--- src/rtl/four_level_page_table_walker_unit_macros.svh ---
// Assertion helpers for the page table walker.
`ifndef FOUR_LEVEL_PAGE_TABLE_WALKER_UNIT_MACROS_SVH
`define FOUR_LEVEL_PAGE_TABLE_WALKER_UNIT_MACROS_SVH

// Check that a property holds at every clock edge outside reset.
`define PTW_ASSERT(lbl, clk, rst_n, prop, msg) \
    lbl: assert property (@(posedge clk) disable iff (!rst_n) prop) else $error(msg);

// Check that a condition never occurs outside reset.
`define PTW_ASSERT_NEVER(lbl, clk, rst_n, expr, msg) \
    lbl: assert property (@(posedge clk) disable iff (!rst_n) !(expr)) else $error(msg);

`endif

--- src/rtl/ptw_pkg.sv ---
`default_nettype none

package ptw_pkg;

    localparam int ADDR_W  = 52;
    localparam int VADDR_W = 48;
    localparam int DATA_W  = 64;
    localparam int IDX_W   = 9;

    // Input request kinds
    localparam logic KIND_PROBE = 1'b0;
    localparam logic KIND_RESP  = 1'b1;

    // Output request kinds
    localparam logic OUT_READ = 1'b0;
    localparam logic OUT_DONE = 1'b1;

    // Completion status
    localparam logic STATUS_OK    = 1'b0;
    localparam logic STATUS_FAULT = 1'b1;

    // Entry bits
    localparam int BIT_PRESENT = 0;
    localparam int BIT_LARGE   = 7;

    // Table levels
    localparam logic [1:0] LEVEL_PML4 = 2'd0;
    localparam logic [1:0] LEVEL_PDPT = 2'd1;
    localparam logic [1:0] LEVEL_PD   = 2'd2;
    localparam logic [1:0] LEVEL_PT   = 2'd3;

    typedef enum logic {
        ST_IDLE,
        ST_CALC
    } t_state;

    typedef struct packed {
        logic                 kind;
        logic [VADDR_W-1:0]   virt_addr;
        logic [ADDR_W-1:0]    root_table;
        logic                 use_kernel_root;
        logic [DATA_W-1:0]    read_data;
    } t_in_item;

    typedef struct packed {
        logic                 out_kind;
        logic [ADDR_W-1:0]    read_addr;
        logic                 status;
        logic [DATA_W-1:0]    entry;
    } t_out_item;

    // Pick the 9-bit table index of a virtual address for one level.
    function automatic logic [IDX_W-1:0] level_index(
        input logic [VADDR_W-1:0] vaddr,
        input logic [1:0]         level
    );
        logic [IDX_W-1:0] idx;
        case (level)
            LEVEL_PML4: idx = vaddr[47:39];
            LEVEL_PDPT: idx = vaddr[38:30];
            LEVEL_PD:   idx = vaddr[29:21];
            LEVEL_PT:   idx = vaddr[20:12];
            default:    idx = '0;
        endcase
        return idx;
    endfunction

endpackage

`default_nettype wire

--- src/rtl/ptw_addr_unit.sv ---
`default_nettype none

// Shared entry address adder: table base plus level index times 8,
// wrapping within the physical address width.
module ptw_addr_unit #(
    parameter int PHYS_ADDR_BITS = 52
) (
    input  wire logic [ptw_pkg::ADDR_W-1:0]  i_base,
    input  wire logic [ptw_pkg::VADDR_W-1:0] i_vaddr,
    input  wire logic [1:0]                  i_level,
    output logic      [ptw_pkg::ADDR_W-1:0]  o_addr
);

    logic [ptw_pkg::IDX_W-1:0]  w_idx;
    logic [PHYS_ADDR_BITS-1:0]  w_sum;

    // Select index, scale by entry size, add to truncated base
    always_comb begin
        w_idx  = ptw_pkg::level_index(i_vaddr, i_level);
        w_sum  = i_base[PHYS_ADDR_BITS-1:0] + PHYS_ADDR_BITS'({w_idx, 3'b000});
        o_addr = (ptw_pkg::ADDR_W)'(w_sum);
    end

endmodule

`default_nettype wire

--- src/rtl/four_level_page_table_walker_unit.sv ---
// Four-level page table walker.
// Input channel (i_in_valid / o_in_stall, payload i_in) carries two kinds of
// request: a probe with a virtual address and a top table address (or the
// kernel root register), and a memory read response holding one 64-bit entry.
// Output channel (o_out_valid / i_out_stall, payload o_out) carries either a
// memory read request for the next entry address or the finished walk with
// its status and leaf entry. A probe yields the PML4 read request; each
// response yields the next read request or the final result. Probes during a
// walk and responses while idle are dropped without a result.
// The kernel root is written over i_cfg_valid / o_cfg_ready / i_cfg_data,
// always ready, and should only change while no walk is running.
// Each request is first registered, then passes through the shared
// entry address adder, which loads the output register. The next request is
// taken once the output register is empty or drained in that cycle.
// While the receiver stalls, the result holds in the output register and
// the input side stalls. Synchronous reset returns to idle with no walk
// active, an empty output register and a zero kernel root.
`default_nettype none

`include "four_level_page_table_walker_unit_macros.svh"

module four_level_page_table_walker_unit #(
    parameter int PHYS_ADDR_BITS = 52
) (
    input  wire logic                        i_clk,
    input  wire logic                        i_rst_n,

    input  wire logic                        i_in_valid,
    output logic                             o_in_stall,
    input  wire ptw_pkg::t_in_item           i_in,

    output logic                             o_out_valid,
    input  wire logic                        i_out_stall,
    output ptw_pkg::t_out_item               o_out,

    input  wire logic                        i_cfg_valid,
    output logic                             o_cfg_ready,
    input  wire logic [ptw_pkg::ADDR_W-1:0]  i_cfg_data
);

    ptw_pkg::t_state                  r_state, n_state;
    ptw_pkg::t_in_item                r_item, n_item;
    ptw_pkg::t_out_item               r_out, n_out;
    logic                             r_out_valid, n_out_valid;
    logic                             r_active, n_active;
    logic [1:0]                       r_level, n_level;
    logic [ptw_pkg::VADDR_W-1:0]      r_vaddr, n_vaddr;
    logic [ptw_pkg::ADDR_W-1:0]       r_kernel_root;

    logic                             w_in_acc;
    logic                             w_out_acc;
    logic [ptw_pkg::ADDR_W-1:0]       w_base;
    logic [ptw_pkg::VADDR_W-1:0]      w_vaddr;
    logic [1:0]                       w_level;
    logic [ptw_pkg::ADDR_W-1:0]       w_addr;

    assign w_in_acc    = i_in_valid && !o_in_stall;
    assign w_out_acc   = r_out_valid && !i_out_stall;
    assign o_in_stall  = (r_state != ptw_pkg::ST_IDLE) || (r_out_valid && i_out_stall);
    assign o_out_valid = r_out_valid;
    assign o_out       = r_out;
    assign o_cfg_ready = 1'b1;

    // Feed the shared adder: root for probes, entry frame for responses
    always_comb begin
        if (r_item.kind == ptw_pkg::KIND_PROBE) begin
            if (r_item.use_kernel_root || (r_item.root_table == '0)) begin
                w_base = r_kernel_root;
            end else begin
                w_base = r_item.root_table;
            end
            w_vaddr = r_item.virt_addr;
            w_level = ptw_pkg::LEVEL_PML4;
        end else begin
            w_base  = {r_item.read_data[ptw_pkg::ADDR_W-1:12], 12'h000};
            w_vaddr = r_vaddr;
            w_level = r_level + 2'd1;
        end
    end

    ptw_addr_unit #(
        .PHYS_ADDR_BITS (PHYS_ADDR_BITS)
    ) u_addr (
        .i_base  (w_base),
        .i_vaddr (w_vaddr),
        .i_level (w_level),
        .o_addr  (w_addr)
    );

    // Sequencer: next state, walk state and result
    always_comb begin
        n_state     = r_state;
        n_item      = r_item;
        n_out       = r_out;
        n_out_valid = r_out_valid && !w_out_acc;
        n_active    = r_active;
        n_level     = r_level;
        n_vaddr     = r_vaddr;
        case (r_state)
            ptw_pkg::ST_IDLE: begin
                if (w_in_acc) begin
                    n_item  = i_in;
                    n_state = ptw_pkg::ST_CALC;
                end
            end
            ptw_pkg::ST_CALC: begin
                n_state = ptw_pkg::ST_IDLE;
                if (r_item.kind == ptw_pkg::KIND_PROBE) begin
                    // Start a walk unless one is running
                    if (!r_active) begin
                        n_active    = 1'b1;
                        n_level     = ptw_pkg::LEVEL_PML4;
                        n_vaddr     = r_item.virt_addr;
                        n_out_valid = 1'b1;
                        n_out       = '{out_kind: ptw_pkg::OUT_READ, read_addr: w_addr,
                                        status: ptw_pkg::STATUS_OK, entry: '0};
                    end
                end else if (r_active) begin
                    n_out_valid = 1'b1;
                    if (!r_item.read_data[ptw_pkg::BIT_PRESENT]) begin
                        // Not present: fault
                        n_active = 1'b0;
                        n_level  = ptw_pkg::LEVEL_PML4;
                        n_out    = '{out_kind: ptw_pkg::OUT_DONE, read_addr: '0,
                                     status: ptw_pkg::STATUS_FAULT, entry: '0};
                    end else if ((r_level == ptw_pkg::LEVEL_PT) ||
                                 ((r_level == ptw_pkg::LEVEL_PD) &&
                                  r_item.read_data[ptw_pkg::BIT_LARGE])) begin
                        // Leaf reached
                        n_active = 1'b0;
                        n_level  = ptw_pkg::LEVEL_PML4;
                        n_out    = '{out_kind: ptw_pkg::OUT_DONE, read_addr: '0,
                                     status: ptw_pkg::STATUS_OK,
                                     entry: r_item.read_data};
                    end else begin
                        // Descend one level
                        n_level = w_level;
                        n_out   = '{out_kind: ptw_pkg::OUT_READ, read_addr: w_addr,
                                    status: ptw_pkg::STATUS_OK, entry: '0};
                    end
                end
            end
            default: begin
                n_state = ptw_pkg::ST_IDLE;
            end
        endcase
    end

    // Control state
    always_ff @(posedge i_clk) begin
        if (!i_rst_n) begin
            r_state     <= ptw_pkg::ST_IDLE;
            r_out_valid <= 1'b0;
            r_active    <= 1'b0;
            r_level     <= ptw_pkg::LEVEL_PML4;
            r_vaddr     <= '0;
        end else begin
            r_state     <= n_state;
            r_out_valid <= n_out_valid;
            r_active    <= n_active;
            r_level     <= n_level;
            r_vaddr     <= n_vaddr;
        end
    end

    // Payload registers
    always_ff @(posedge i_clk) begin
        r_item <= n_item;
        r_out  <= n_out;
    end

    // Kernel root register
    always_ff @(posedge i_clk) begin
        if (!i_rst_n) begin
            r_kernel_root <= '0;
        end else if (i_cfg_valid && o_cfg_ready) begin
            r_kernel_root <= i_cfg_data;
        end
    end

    `PTW_ASSERT(a_accept_then_calc, i_clk, i_rst_n, w_in_acc |=> (r_state == ptw_pkg::ST_CALC), "accepted request not processed next cycle")
    `PTW_ASSERT(a_pending_matches_walk, i_clk, i_rst_n, r_out_valid |-> ((r_out.out_kind == ptw_pkg::OUT_READ) == r_active), "pending output kind disagrees with walk state")
    `PTW_ASSERT_NEVER(a_fault_entry_zero, i_clk, i_rst_n, r_out_valid && (r_out.status == ptw_pkg::STATUS_FAULT) && (r_out.entry != '0), "fault result carries nonzero entry")
    `PTW_ASSERT(a_idle_level_zero, i_clk, i_rst_n, !r_active |-> (r_level == ptw_pkg::LEVEL_PML4), "level not cleared while idle")

endmodule

`default_nettype wire
--- config.mk ---
export PLATFORM = sky130hd
export DESIGN_NAME = four_level_page_table_walker_unit
export DESIGN_NICKNAME = d
export VERILOG_FILES = /design/src/rtl/ptw_pkg.sv /design/src/rtl/ptw_addr_unit.sv /design/src/rtl/four_level_page_table_walker_unit.sv
export VERILOG_INCLUDE_DIRS = /design/src /design/src/rtl
export SDC_FILE = /design/constraint.sdc
export NUM_CORES = 1
export LEC_CHECK = 0
export ABC_AREA = 1
export BUFFER_PORTS_ARGS = -buffer_cell sky130_fd_sc_hd__clkbuf_2
export CAP_MARGIN = 0
export CORE_MARGIN = 5
export CORE_UTILIZATION = 55
export DETAILED_ROUTE_END_ITERATION = 8
export GPL_TIMING_DRIVEN = 0
export PLACE_DENSITY = 0.81
export SETUP_SLACK_MARGIN = 0.02
export SLEW_MARGIN = 10
export SYNTH_ARGS = -nofsm -noshare
export SYNTH_HDL_FRONTEND = slang
export SYNTH_SLANG_ARGS = --single-unit
--- constraint.sdc ---
create_clock -name i_clk -period 8.35 [get_ports i_clk]
set_input_delay 0.4175 -clock i_clk [delete_from_list [all_inputs] [get_ports i_clk]]
set_output_delay 0.4175 -clock i_clk [all_outputs]
set_load 0.03 [all_outputs]
# Word level (Yosys, flattened, before mapping)
# Cells that the tools add are included.
# word_totals
word_cells,68
input_bits,223
register_bits,389
output_inout_bits,121
# classes
mux,25
n_reduce_logical,16
n_bitwise,3
n_addsub,2
n_eq_ne,7
# op_table
operator,count
two-way mux 118 bit,5
two-way mux 52 bit,2
adder 52 x 12 -> 52 bit,1
logical NOT 52 bit,1
two-way mux 48 bit,1
one-hot mux 9 bit (4 select lines),1
two-way mux 2 bit,6
two-way mux 1 bit,9
equality test 2 bit (second input constant),4
AND reduction 3 bit,2
logical AND 1 bit,5
logical NOT 1 bit,3
logical OR 1 bit,3
inverter 1 bit,3
adder 2 x 1 -> 2 bit (second input constant),1
equality test 2 x 1 -> 1 bit (second input constant),1
logical NOT 2 bit,1
inequality test 2 x 1 -> 1 bit (second input constant),1
inequality test 2 bit (second input constant),1
one-hot mux 1 bit (2 select lines),1
AND reduction 2 bit,1

# Logic depth before layout (Yosys ltp)
# Gate-level depths: netlist (run 1).
# logic_depth
ltp_word,9
ltp_mapped,31
depth_no_buf,29

# By module
# A second synthesis (run 1) with hierarchy kept.
# unflattened
hier_cells,2018
hier_area_um2,17870.9
# by_module_without_submodules
module,area_each_um2,seq_area_each_um2,cells_per_inst,n_inst
four_level_page_table_walker_unit,15248.4,10630.2,1480,1
ptw_addr_unit,2622.5,0.0,538,1

# Worst setup path after synthesis (run 1)
# Ideal clock, no wire load.
# synth_timing
path_type,flip-flop to flip-flop
startpoint,register r_item[165] (netlist bit)
endpoint,register r_level[0]
synth_period_minus_slack_ps,7484
slack_ps,866
stages_incl_launch_ff,10
path_buffers,4
t_arrival_ps,7377
setup_ps,107
required_ps,8243
path_cell_list,edfxtp_1 > inv_1 > buf_2 > buf_1 > clkbuf_1 > clkbuf_1 > ha_1 > nor2_1 > o21ai_0 > a21oi_1
# synth_via
elab_chain_len,5
elab_cells_between_ends,8
classes_between,2 x eq/ne; 5 x mux; 1 x reduce/logical
# synth_lines
item,line_no,text
start: declaration,four_level_page_table_walker_unit.sv:42,"ptw_pkg::t_in_item r_item, n_item;"
start signal: assignment,four_level_page_table_walker_unit.sv:168,r_item <= n_item;
two-way mux 2 bit,four_level_page_table_walker_unit.sv:66,if (r_item.kind == ptw_pkg::KIND_PROBE) begin
two-way mux 2 bit,four_level_page_table_walker_unit.sv:126,end else if ((r_level == ptw_pkg::LEVEL_PT) ||
two-way mux 2 bit,four_level_page_table_walker_unit.sv:120,if (!r_item.read_data[ptw_pkg::BIT_PRESENT]) begin
two-way mux 2 bit,four_level_page_table_walker_unit.sv:118,end else if (r_active) begin
two-way mux 2 bit,four_level_page_table_walker_unit.sv:108,if (r_item.kind == ptw_pkg::KIND_PROBE) begin
end signal: assignment,four_level_page_table_walker_unit.sv:155,r_level <= ptw_pkg::LEVEL_PML4;
end signal: assignment,four_level_page_table_walker_unit.sv:161,r_level <= n_level;
end: declaration,four_level_page_table_walker_unit.sv:46,"logic [1:0] r_level, n_level;"
# Several ways; a longest one is shown, not always the timed one. The select of a mux whose other input is x is not followed.
# A chain may end at the register's enable or synchronous reset.

# Worst setup path after layout (run 1)
# layout_timing
startpoint,register r_item[165] (netlist bit)
endpoint,"register r_out, in the netlist o_out[100], data pin"
# layout_via
elab_chain_len,8
elab_cells_between_ends,14
classes_between,1 x add/sub; 3 x eq/ne; 9 x mux; 1 x reduce/logical
# layout_lines
item,line_no,text
two-way mux 2 bit,four_level_page_table_walker_unit.sv:66,
"equality test 2 bit, or another cell as far along",ptw_pkg.sv:58,case (level)
one-hot mux 9 bit (4 select lines),ptw_pkg.sv:58,
adder 52 x 12 -> 52 bit,ptw_addr_unit.sv:20,"w_sum = i_base[PHYS_ADDR_BITS-1:0] + PHYS_ADDR_BITS'({w_idx, 3'b000});"
two-way mux 118 bit,four_level_page_table_walker_unit.sv:126,
two-way mux 118 bit,four_level_page_table_walker_unit.sv:120,
two-way mux 118 bit,four_level_page_table_walker_unit.sv:118,
two-way mux 118 bit *,four_level_page_table_walker_unit.sv:108,
end signal: assignment,four_level_page_table_walker_unit.sv:169,r_out <= n_out;
end: declaration,four_level_page_table_walker_unit.sv:43,"ptw_pkg::t_out_item r_out, n_out;"
# Mark *: on every way between the ends. The rest lies on a longest branch, timed or not. The select of a mux whose other input is x is not followed.

==> flow_metrics.env, run 1 <==
export IMPL_run_status="complete, no violations"
export IMPL_hpwl_mm=34.02
export IMPL_drt_first_pass_iters=6
export IMPL_ant_nets=0
export IMPL_finalCriticalPeriod_ns=5.542
export IMPL_die_w_um=178.6
export IMPL_ys_types=49
export IMPL_seq_power_share_pct=50.2
export IMPL_critPathLaunchType="flop"
export IMPL_fin_area_um2=19100
export IMPL_clk_latency_ns=0.52
export IMPL_die_h_um=178.6
export IMPL_arrival_ns=5.88
export IMPL_synth_fp_nets=1822
export IMPL_floorplan_rows=61
export IMPL_grt_pass1_wl_mm=66.60
export IMPL_postLayoutCoreUtil_pct=68.38
export IMPL_seq_area_frac_synth_pct=64.13
export IMPL_post_route_drc_count=0
export IMPL_power_switching_mw=1.048
export IMPL_cts_tree="built"
export IMPL_cts_root_buf="clkbuf_16"
export IMPL_min_period_over_period_pct=66.38
export IMPL_p_comb_share_pct=11.8
export IMPL_cts_htree_levels=2
export IMPL_via_count=12534
export IMPL_finalSetupTns_ns=0
export IMPL_first_global_vias=12253
export IMPL_drive_gt1_share_pct=23.99
export IMPL_clk_path_buf_depth=3
export IMPL_fmax_mhz=180.4
export IMPL_syn_to_final_growth_pct=22.14
export IMPL_drtIter0Drc=1101
export IMPL_path_clk_slew_ns=0.06
export IMPL_critPathRequiredTime_ns=8.69
export IMPL_final_max_slew_violation_count=0
export IMPL_cts_buffers=39
export IMPL_slew_headroom_pct=45.36
export IMPL_synthFlopType="edfxtp_1"
export IMPL_peakVddDrop_uv=173.4
export IMPL_post_cts_buffers=0
export IMPL_grt_max_degree=93
export IMPL_timing_hold_ws_ns=0.07017
export IMPL_viasPerCell=5.293
export IMPL_setup_viol=0
export IMPL_antenna_found_initial=7
export IMPL_p_total_mw=4.217
export IMPL_cts_num_sinks=365
export IMPL_coreArea_um2=27930
export IMPL_yosysTopAreaCell="edfxtp_1"
export IMPL_skew_ns=0.01951
export IMPL_synth_edf_count=272
export IMPL_wl_mm=44.56
export IMPL_switching_share_pct=24.85
export IMPL_internal_power_mw=3.169
export IMPL_ff2ff_path_depth=25
export IMPL_worstSetupPathType="reg -> reg"
export IMPL_clkPwrFrac_pct=38.0
export IMPL_synth_area_um2=15640
export IMPL_synth_top_cells_by_area="edfxtp_1 (52%), dfxtp_1 (12%), nor2_1 (9.4%), o21ai_0 (4.6%), nand2_1 (4.3%)"
export IMPL_die_area_um2=31910
export IMPL_whs_path_depth=1
export IMPL_min_path_type="in -> reg"
export IMPL_yosys_area_top_type_share_pct=52.23
export IMPL_start_util_pct=55.98
export IMPL_maxCapViolCount=0
export IMPL_hold_violations=0
export IMPL_worst_pin_slew_ns=0.8196
export IMPL_yosys_warnings=0
export IMPL_post_cts_resized=0
export IMPL_io_buffers=328
export IMPL_worstPathMaxFanout=10
export IMPL_hold_buffers=0
export IMPL_fill_cells=2189
export IMPL_p_leak_nw=8.070
export IMPL_rsz0062_at_grt="no"
export IMPL_async_flop_share_pct=0
export IMPL_final_cell_mix="nor2_1 (390), clkbuf_2 (328), edfxtp_1 (272), nand2_1 (179), inv_1 (151)"
export IMPL_routabilityCongestion=0.9615
export IMPL_power_density_nw_per_um2=220.8
export IMPL_nets=2197
export IMPL_synth_seq_cells=365
export IMPL_avgRoutedWirePerCell_um=18.82
export IMPL_grt_overflow_total=0
export IMPL_final_common_cell="nor2_1"
export IMPL_track_usage_pct=27.54
export IMPL_worstSetupEndpointType="flop"
export IMPL_syn_inst=1586
export IMPL_synth_avg_cell_area_um2=9.860
export IMPL_io_pins=344
export IMPL_place_area_um2=17920
-- sequential cells by signal (all words and copies together), names as in the netlist --
register,cells
r_vaddr,36
r_active,1
r_state,1
r_item,154
r_level,2
r_kernel_root,52
o_out_valid,1
o_out,118
-- worst paths after layout --
kind	end	from	slack, ns
max	o_out[100]	r_item[165]	2.81
min	r_item[90]	i_in[90]	0.07
max reg2reg	o_out[100]	r_item[165]	2.81
min reg2reg	r_vaddr[30]	r_vaddr[30]	0.46
-- cells in the mapped netlist (3+ instances only) --
cell type,count
nor2_1,391
edfxtp_1,272
nand2_1,179
inv_1,152
o21ai_0,144
dfxtp_1,93
nand3_1,93
a21oi_1,59
clkbuf_1,48
nor2_2,23
nand2_2,18
ha_1,12
nor2_4,10
buf_2,9
nand4_1,8
nand3_2,7
o21ai_1,7
inv_2,5
nor3_1,5
xor2_1,5
buf_6,4
a21o_1,3
buf_1,3
nand2_4,3
o21ai_2,3
-- cells by family (layout without fill, tap and decap cells) --
logic type	count (synthesis)	count (layout)	synth area share, %
compound gates	234	234	8.129
xor+xnor	5	5	0.2800
fa+ha+maj	13	13	1.088
buf+inv	227	629	5.936
flops	365	365	64.13
other cells	1	3	0.02398
simple gates	741	741	20.41
-- metal layers --
metal  up-vias  global-route usage, %  share of wire [%]
met4        10                  11.03                4.1
met2       588                  45.43                 47
met3       115                  5.574                8.9
met5         -                      0               0.16
li1       6011                      -                  -
met1      5810                  35.91                 40
-- metrics by stage --
step,worst slack (ns),instances
finish,2.808,2368
global placement,-2.327,2292
detailed placement,2.852,2298
global route,2.306,2368
floorplan,0.8659,1586
CTS,2.835,2366
-- power by group through the flow --
stage               clock network [mW]  logic, mW  registers [mW]
floorplan                            0      0.260            2.19
global placement                     0      0.472            2.17
detailed placement                   0      0.491            2.15
CTS                               1.62      0.495            2.12
global route                      1.72      0.548            2.12
finish                            1.60      0.497            2.12
-- critical path: stages, from the launching register on --
cell and delay, ns:
edfxtp_1 0.46, inv_1 0.13, buf_2 0.29, buf_1 0.49, clkbuf_1 0.44, clkbuf_1 0.51
o21ai_0 0.19, nor2_1 0.22, ha_1 0.21, inv_1 0.06, fa_1 0.37, nor2_1 0.11
inv_1 0.06, o21ai_1 0.23, nand4_1 0.13, nand2_1 0.11, nand2_1 0.05, clkinv_1 0.05
nor2_1 0.06, nor2_2 0.16, nand2_1 0.13, nor2_4 0.19, nand3_2 0.18, nor2_2 0.23
o21ai_0 0.10, nor2_1 0.19
-- layout make-up --
| cell class | count | area (µm²) | share of cell area [%] |
|---|---|---|---|
| Antenna cell | 2 | 5.005 | 0.02620 |
| Buffer | 68 | 331.6 | 1.736 |
| Clock buffer | 60 | 1107 | 5.797 |
| Clock inverter | 8 | 70.07 | 0.3668 |
| Inverter | 159 | 604.3 | 3.164 |
| Multi-Input combinational cell | 994 | 4688 | 24.54 |
| Sequential cell | 365 | 10030 | 52.51 |
| Tap cell | 378 | 473.0 | 2.476 |
| Timing Repair Buffer | 334 | 1792 | 9.380 |
(Power assumes the default switching activity.)
==> run 2, diff against run 1 <==
--- a/config.mk
+++ b/config.mk
@@ -10,10 +10,10 @@
 export BUFFER_PORTS_ARGS = -buffer_cell sky130_fd_sc_hd__clkbuf_2
 export CAP_MARGIN = 0
 export CORE_MARGIN = 5
-export CORE_UTILIZATION = 55
+export CORE_UTILIZATION = 49
 export DETAILED_ROUTE_END_ITERATION = 8
 export GPL_TIMING_DRIVEN = 0
-export PLACE_DENSITY = 0.81
+export PLACE_DENSITY = 0.76
 export SETUP_SLACK_MARGIN = 0.02
 export SLEW_MARGIN = 10
 export SYNTH_ARGS = -nofsm -noshare
==> constraint.sdc (replaced) <==
create_clock -name i_clk -period 4.5 [get_ports i_clk]
set_input_delay 0.225 -clock i_clk [delete_from_list [all_inputs] [get_ports i_clk]]
set_output_delay 0.225 -clock i_clk [all_outputs]
set_load 0.03 [all_outputs]
==> flow_metrics.env, run 2 (synthesis gave the netlist of run 1 again) <==
export IMPL_nets=2426
export IMPL_die_area_um2=35590
export IMPL_drtIter0Drc=1287
export IMPL_skew_ns=0.02043
export IMPL_final_common_cell="nor2_1"
export IMPL_r2r_start="r_item[69]"
export IMPL_antenna_found_initial=4
export IMPL_cp_common_cell="nor2_4"
export IMPL_track_usage_pct=28.70
export IMPL_rrSetupSlack_ns=0.23
export IMPL_arrival_ns=4.52
export IMPL_final_cells=2624
export IMPL_viasPerCell=5.254
export IMPL_finalCriticalPeriod_ns=4.271
export IMPL_setup_ws_ns=0.2292
export IMPL_grt_pass1_wl_mm=79.13
export IMPL_worstSetupEndpointType="flop"
export IMPL_cts_tree="built"
export IMPL_die_h_um=188.7
export IMPL_post_route_drc_count=0
export IMPL_io_buffers=328
export IMPL_place_area_um2=17910
export IMPL_io_pins=344
export IMPL_fin_area_um2=21680
export IMPL_worstSetupPathType="reg -> reg"
export IMPL_r2r_end="o_out[114]"
export IMPL_hpwl_mm=34.79
export IMPL_seq_power_share_pct=47.0
export IMPL_hold_end="r_level[0]"
export IMPL_min_path_type="in -> reg"
export IMPL_cts_root_buf="clkbuf_16"
export IMPL_final_max_slew_violation_count=0
export IMPL_die_w_um=188.7
export IMPL_cts_htree_levels=2
export IMPL_power_density_nw_per_um2=386.4
export IMPL_start_util_pct=49.56
export IMPL_clk_path_buf_depth=3
export IMPL_peakVddDrop_uv=351.4
export IMPL_p_leak_nw=9.180
export IMPL_via_count=13786
export IMPL_critPathRequiredTime_ns=4.75
export IMPL_cpPeakStageDelay_ns=0.42
export IMPL_timing_hold_ws_ns=0.1137
export IMPL_coreArea_um2=31560
export IMPL_finalSetupTns_ns=0
export IMPL_slowest_stage="edfxtp_1"
export IMPL_largest_reg_flops=154
export IMPL_slew_headroom_pct=38.36
export IMPL_power_switching_mw=2.096
export IMPL_drive_gt1_share_pct=24.57
export IMPL_clk_latency_ns=0.52
export IMPL_whs_path_depth=3
export IMPL_ff2ff_path_depth=28
export IMPL_grt_overflow_total=0
export IMPL_worstPathMaxFanout=6
export IMPL_setup_viol=0
export IMPL_dp_cells=2321
export IMPL_wl_mm=52.37
export IMPL_pre_cts_ws_ns=-1.180
export IMPL_p_total_mw=8.376
export IMPL_cts_num_sinks=365
export IMPL_regMostFlops="r_item"
export IMPL_min_period_over_period_pct=94.91
export IMPL_path_clk_slew_ns=0.06
export IMPL_p_comb_share_pct=13.5
export IMPL_maxCapViolCount=0
export IMPL_grt_max_degree=99
export IMPL_switching_share_pct=25.02
export IMPL_final_cell_mix="nor2_1 (379), clkbuf_2 (332), edfxtp_1 (272), dlygate4sd3_1 (207), nand2_1 (173)"
export IMPL_ant_nets=0
export IMPL_floorplan_rows=65
export IMPL_clkPwrFrac_pct=39.5
export IMPL_worst_pin_slew_ns=0.9246
export IMPL_first_global_vias=14037
export IMPL_hold_start="i_rst_n"
export IMPL_routabilityCongestion=0.9536
export IMPL_cts_buffers=38
export IMPL_run_status="complete, no violations"
export IMPL_critPathLaunchType="flop"
export IMPL_fmax_mhz=234.1
export IMPL_hold_violations=0
export IMPL_postLayoutCoreUtil_pct=68.70
export IMPL_internal_power_mw=6.280
export IMPL_avgRoutedWirePerCell_um=19.96
export IMPL_drt_first_pass_iters=6
export IMPL_syn_to_final_growth_pct=38.61
run 2: layout make-up:
cell class / instances / area (µm²)
sequential: 365 / 10030
fill: 2290 / 9878
multi-input combinational: 994 / 4847
timing repair buffer: 568 / 4044
clock buffer: 55 / 1079
inverter: 159 / 608.1
tap: 402 / 503.0
buffer: 64 / 341.6
clock inverter: 13 / 214.0
antenna: 4 / 10.01
run 2: metal layers:
metal / wire, µm / global-route usage, % / up-vias
met2: 25840 / 49.61 / 692
met5: 0 / 0 / -
met4: 2101 / 10.99 / 0
met3: 4190 / 5.595 / 131
li1: - / - / 6473
met1: 20240 / 35.83 / 6490
run 2: power by group through the flow:
stage          Sequential (mW)  Combinational [mW]  Clock (mW)
2_1_floorplan             4.06               0.484           0
3_3_place_gp              4.01               0.881           0
3_5_place_dp              4.00               0.909           0
4_1_cts                   3.92                1.08        3.32
5_1_grt                   3.94                1.23        3.49
6_report                  3.93                1.13        3.31
run 2: worst max-delay path, delay by kind of cell (launching register included):
| kind | cells | cell delay [ns] |
|---|---|---|
| adder cells (fa/ha/maj) | 2 | 0.56 |
| buffers and inverters | 5 | 0.46 |
| AO/OA/AOI/OAI | 2 | 0.21 |
| AND/OR/NAND/NOR | 19 | 2.35 |
| flip-flops | 1 | 0.42 |
run 2: worst max path at each step:
stage                 from         end  slack [ns]  depth (start not counted)
6_report        r_item[69]  o_out[114]        0.23                         28
5_1_grt         r_item[88]  o_out[114]       -0.02                         30
4_1_cts         r_item[88]  o_out[114]        0.02                         31
3_5_place_dp   r_item[165]  o_out[110]       -1.18                         25
3_3_place_gp   r_item[165]  o_out[110]       -1.16                         25
2_1_floorplan  o_out_valid   r_item[0]        0.28                          5
run 2: timing repair:
action	4_1_cts	5_1_grt
buffers inserted	14	14
endpoints found under the setup margin	40	35
resized for setup	28	35
endpoints found under the hold margin	207	0
hold buffers	207	0
pin swaps	19	32
==> run 3, diff against run 2 <==
--- a/config.mk
+++ b/config.mk
@@ -8,7 +8,8 @@
 export LEC_CHECK = 0
 export ABC_AREA = 1
 export BUFFER_PORTS_ARGS = -buffer_cell sky130_fd_sc_hd__clkbuf_2
-export CAP_MARGIN = 0
+export CAP_MARGIN = 5
+export CORE_ASPECT_RATIO = 0.6
 export CORE_MARGIN = 5
 export CORE_UTILIZATION = 49
 export DETAILED_ROUTE_END_ITERATION = 8
==> flow_metrics.env, run 3 (synthesis gave the netlist of run 1 again) <==
export IMPL_internal_power_mw=5.774
export IMPL_run_status="complete, no violations"
export IMPL_power_density_nw_per_um2=366.7
export IMPL_hold_start="i_cfg_data[50]"
export IMPL_setup_viol=0
export IMPL_ant_nets=0
export IMPL_die_area_um2=35710
export IMPL_clkPwrFrac_pct=35.6
export IMPL_critPathRequiredTime_ns=4.86
export IMPL_timing_hold_ws_ns=0.01552
export IMPL_fmax_mhz=232.4
export IMPL_cts_num_sinks=365
export IMPL_grt_overflow_total=0
export IMPL_critPathBufInv=7
export IMPL_critPathLaunchType="flop"
export IMPL_avgRoutedWirePerCell_um=20.18
export IMPL_nets=2425
export IMPL_postLayoutCoreUtil_pct=68.51
export IMPL_track_usage_pct=28.87
export IMPL_ff2ff_path_depth=31
export IMPL_r2r_start="r_item[88]"
export IMPL_slowest_stage="edfxtp_1"
export IMPL_drt_first_pass_iters=5
export IMPL_die_w_um=240.6
export IMPL_slew_headroom_pct=45.49
export IMPL_post_route_drc_count=0
export IMPL_p_total_mw=7.874
export IMPL_via_count=13944
export IMPL_routabilityCongestion=1.009
export IMPL_io_buffers=328
export IMPL_skew_ns=0.03554
export IMPL_peakVddDrop_uv=289.3
export IMPL_power_switching_mw=2.100
export IMPL_seq_power_share_pct=50.0
export IMPL_cts_tree="built"
export IMPL_switching_share_pct=26.67
export IMPL_final_cell_mix="nor2_1 (378), clkbuf_2 (330), edfxtp_1 (272), dlygate4sd3_1 (205), nand2_1 (174)"
export IMPL_min_path_type="in -> reg"
export IMPL_syn_to_final_growth_pct=37.31
export IMPL_final_max_slew_violation_count=0
export IMPL_first_global_vias=13489
export IMPL_min_period_over_period_pct=95.61
export IMPL_hold_violations=0
export IMPL_cts_root_buf="clkbuf_16"
export IMPL_die_h_um=148.4
export IMPL_wl_mm=53.17
export IMPL_p_comb_share_pct=14.4
export IMPL_floorplan_rows=50
export IMPL_rrSetupSlack_ns=0.20
export IMPL_cpPeakStageDelay_ns=0.47
export IMPL_coreArea_um2=31340
export IMPL_finalCriticalPeriod_ns=4.302
export IMPL_final_common_cell="nor2_1"
export IMPL_r2r_end="o_out[100]"
export IMPL_drtIter0Drc=1592
export IMPL_cp_common_cell="nor2_1"
export IMPL_io_pins=344
export IMPL_grt_pass1_wl_mm=78.48
export IMPL_path_clk_slew_ns=0.06
export IMPL_whs_path_depth=3
export IMPL_antenna_found_initial=4
export IMPL_p_leak_nw=9.088
export IMPL_final_cells=2635
export IMPL_worstSetupEndpointType="flop"
export IMPL_worstPathMaxFanout=10
export IMPL_worstSetupPathType="reg -> reg"
export IMPL_start_util_pct=49.90
export IMPL_grt_max_degree=97
export IMPL_path_delay_family="simple AND/OR/NAND/NOR gates"
export IMPL_dp_cells=2336
export IMPL_finalSetupTns_ns=0
export IMPL_hold_end="r_kernel_root[50]"
export IMPL_cts_htree_levels=2
export IMPL_cts_buffers=34
export IMPL_maxCapViolCount=0
export IMPL_hpwl_mm=36.45
export IMPL_clk_latency_ns=0.54
export IMPL_arrival_ns=4.67
export IMPL_clk_path_buf_depth=3
export IMPL_viasPerCell=5.292
export IMPL_largest_reg_flops=154
export IMPL_drive_gt1_share_pct=24.56
export IMPL_worst_pin_slew_ns=0.8177
export IMPL_regMostFlops="r_item"
-- run 3: how the worst max path moves through the flow --
stage	slack, ns	end	start	cells past startpoint
finish	0.20	o_out[100]	r_item[88]	31
global route	-0.04	o_out[104]	r_item[88]	30
CTS	0.01	o_out[98]	r_item[165]	22
detailed placement	-0.89	o_out[98]	r_item[165]	25
global placement	-1.11	o_out[61]	r_item[165]	7
floorplan	0.28	r_item[0]	o_out_valid	5
-- run 3: power by group through the flow --
stage	Combinational (mW)	Sequential (mW)	Clock, mW
global route	1.23	3.94	3.00
detailed placement	0.919	4.00	0
CTS	1.08	3.93	2.81
finish	1.14	3.93	2.80
global placement	0.887	4.02	0
floorplan	0.484	4.06	0
-- run 3: per-stage QoR --
step	area [µm²]	setup slack [ns]
2_1_floorplan	15650	0.2842
3_3_place_gp	17810	-1.108
3_5_place_dp	17970	-0.8913
4_1_cts	21200	0.01351
5_1_grt	21470	-0.03563
6_report	21470	0.1977
-- run 3: cell type report --
type | count | area, µm²
Sequential cell | 365 | 10030
Buffer | 64 | 342.8
Clock buffer | 45 | 912.1
Tap cell | 416 | 520.5
Fill cell | 2258 | 9869
Multi-Input combinational cell | 994 | 4821
Timing Repair Buffer | 571 | 4084
Inverter | 159 | 620.6
Clock inverter | 17 | 131.4
Antenna cell | 4 | 10.01
-- run 3: worst reg2reg max path: cells and delay by family (launching register included) --
family,cells,cell delay (ns)
buffers and inverters,7,0.63
and+or+nand+nor,20,2.19
AOI/OAI and AO/OA,2,0.24
adders and majority gates,2,0.59
DFF,1,0.47
-- run 3: repair_timing --
action,4_1_cts,5_1_grt
endpoints found under the hold margin,205,0
hold buffers,205,0
setup buffers,12,20
pin swaps,13,21
resized for setup,23,42
endpoints found under the setup margin,39,35
-- run 3: routing by layer --
metal,wire (µm),up-vias,share of wire (%),global-route usage (%)
met5,0,-,0,0
met4,1246,0,2.3,6.746
met3,5696,97,11,6.653
met2,24160,769,45,45.77
met1,22070,6600,42,40.96
li1,-,6478,-,-
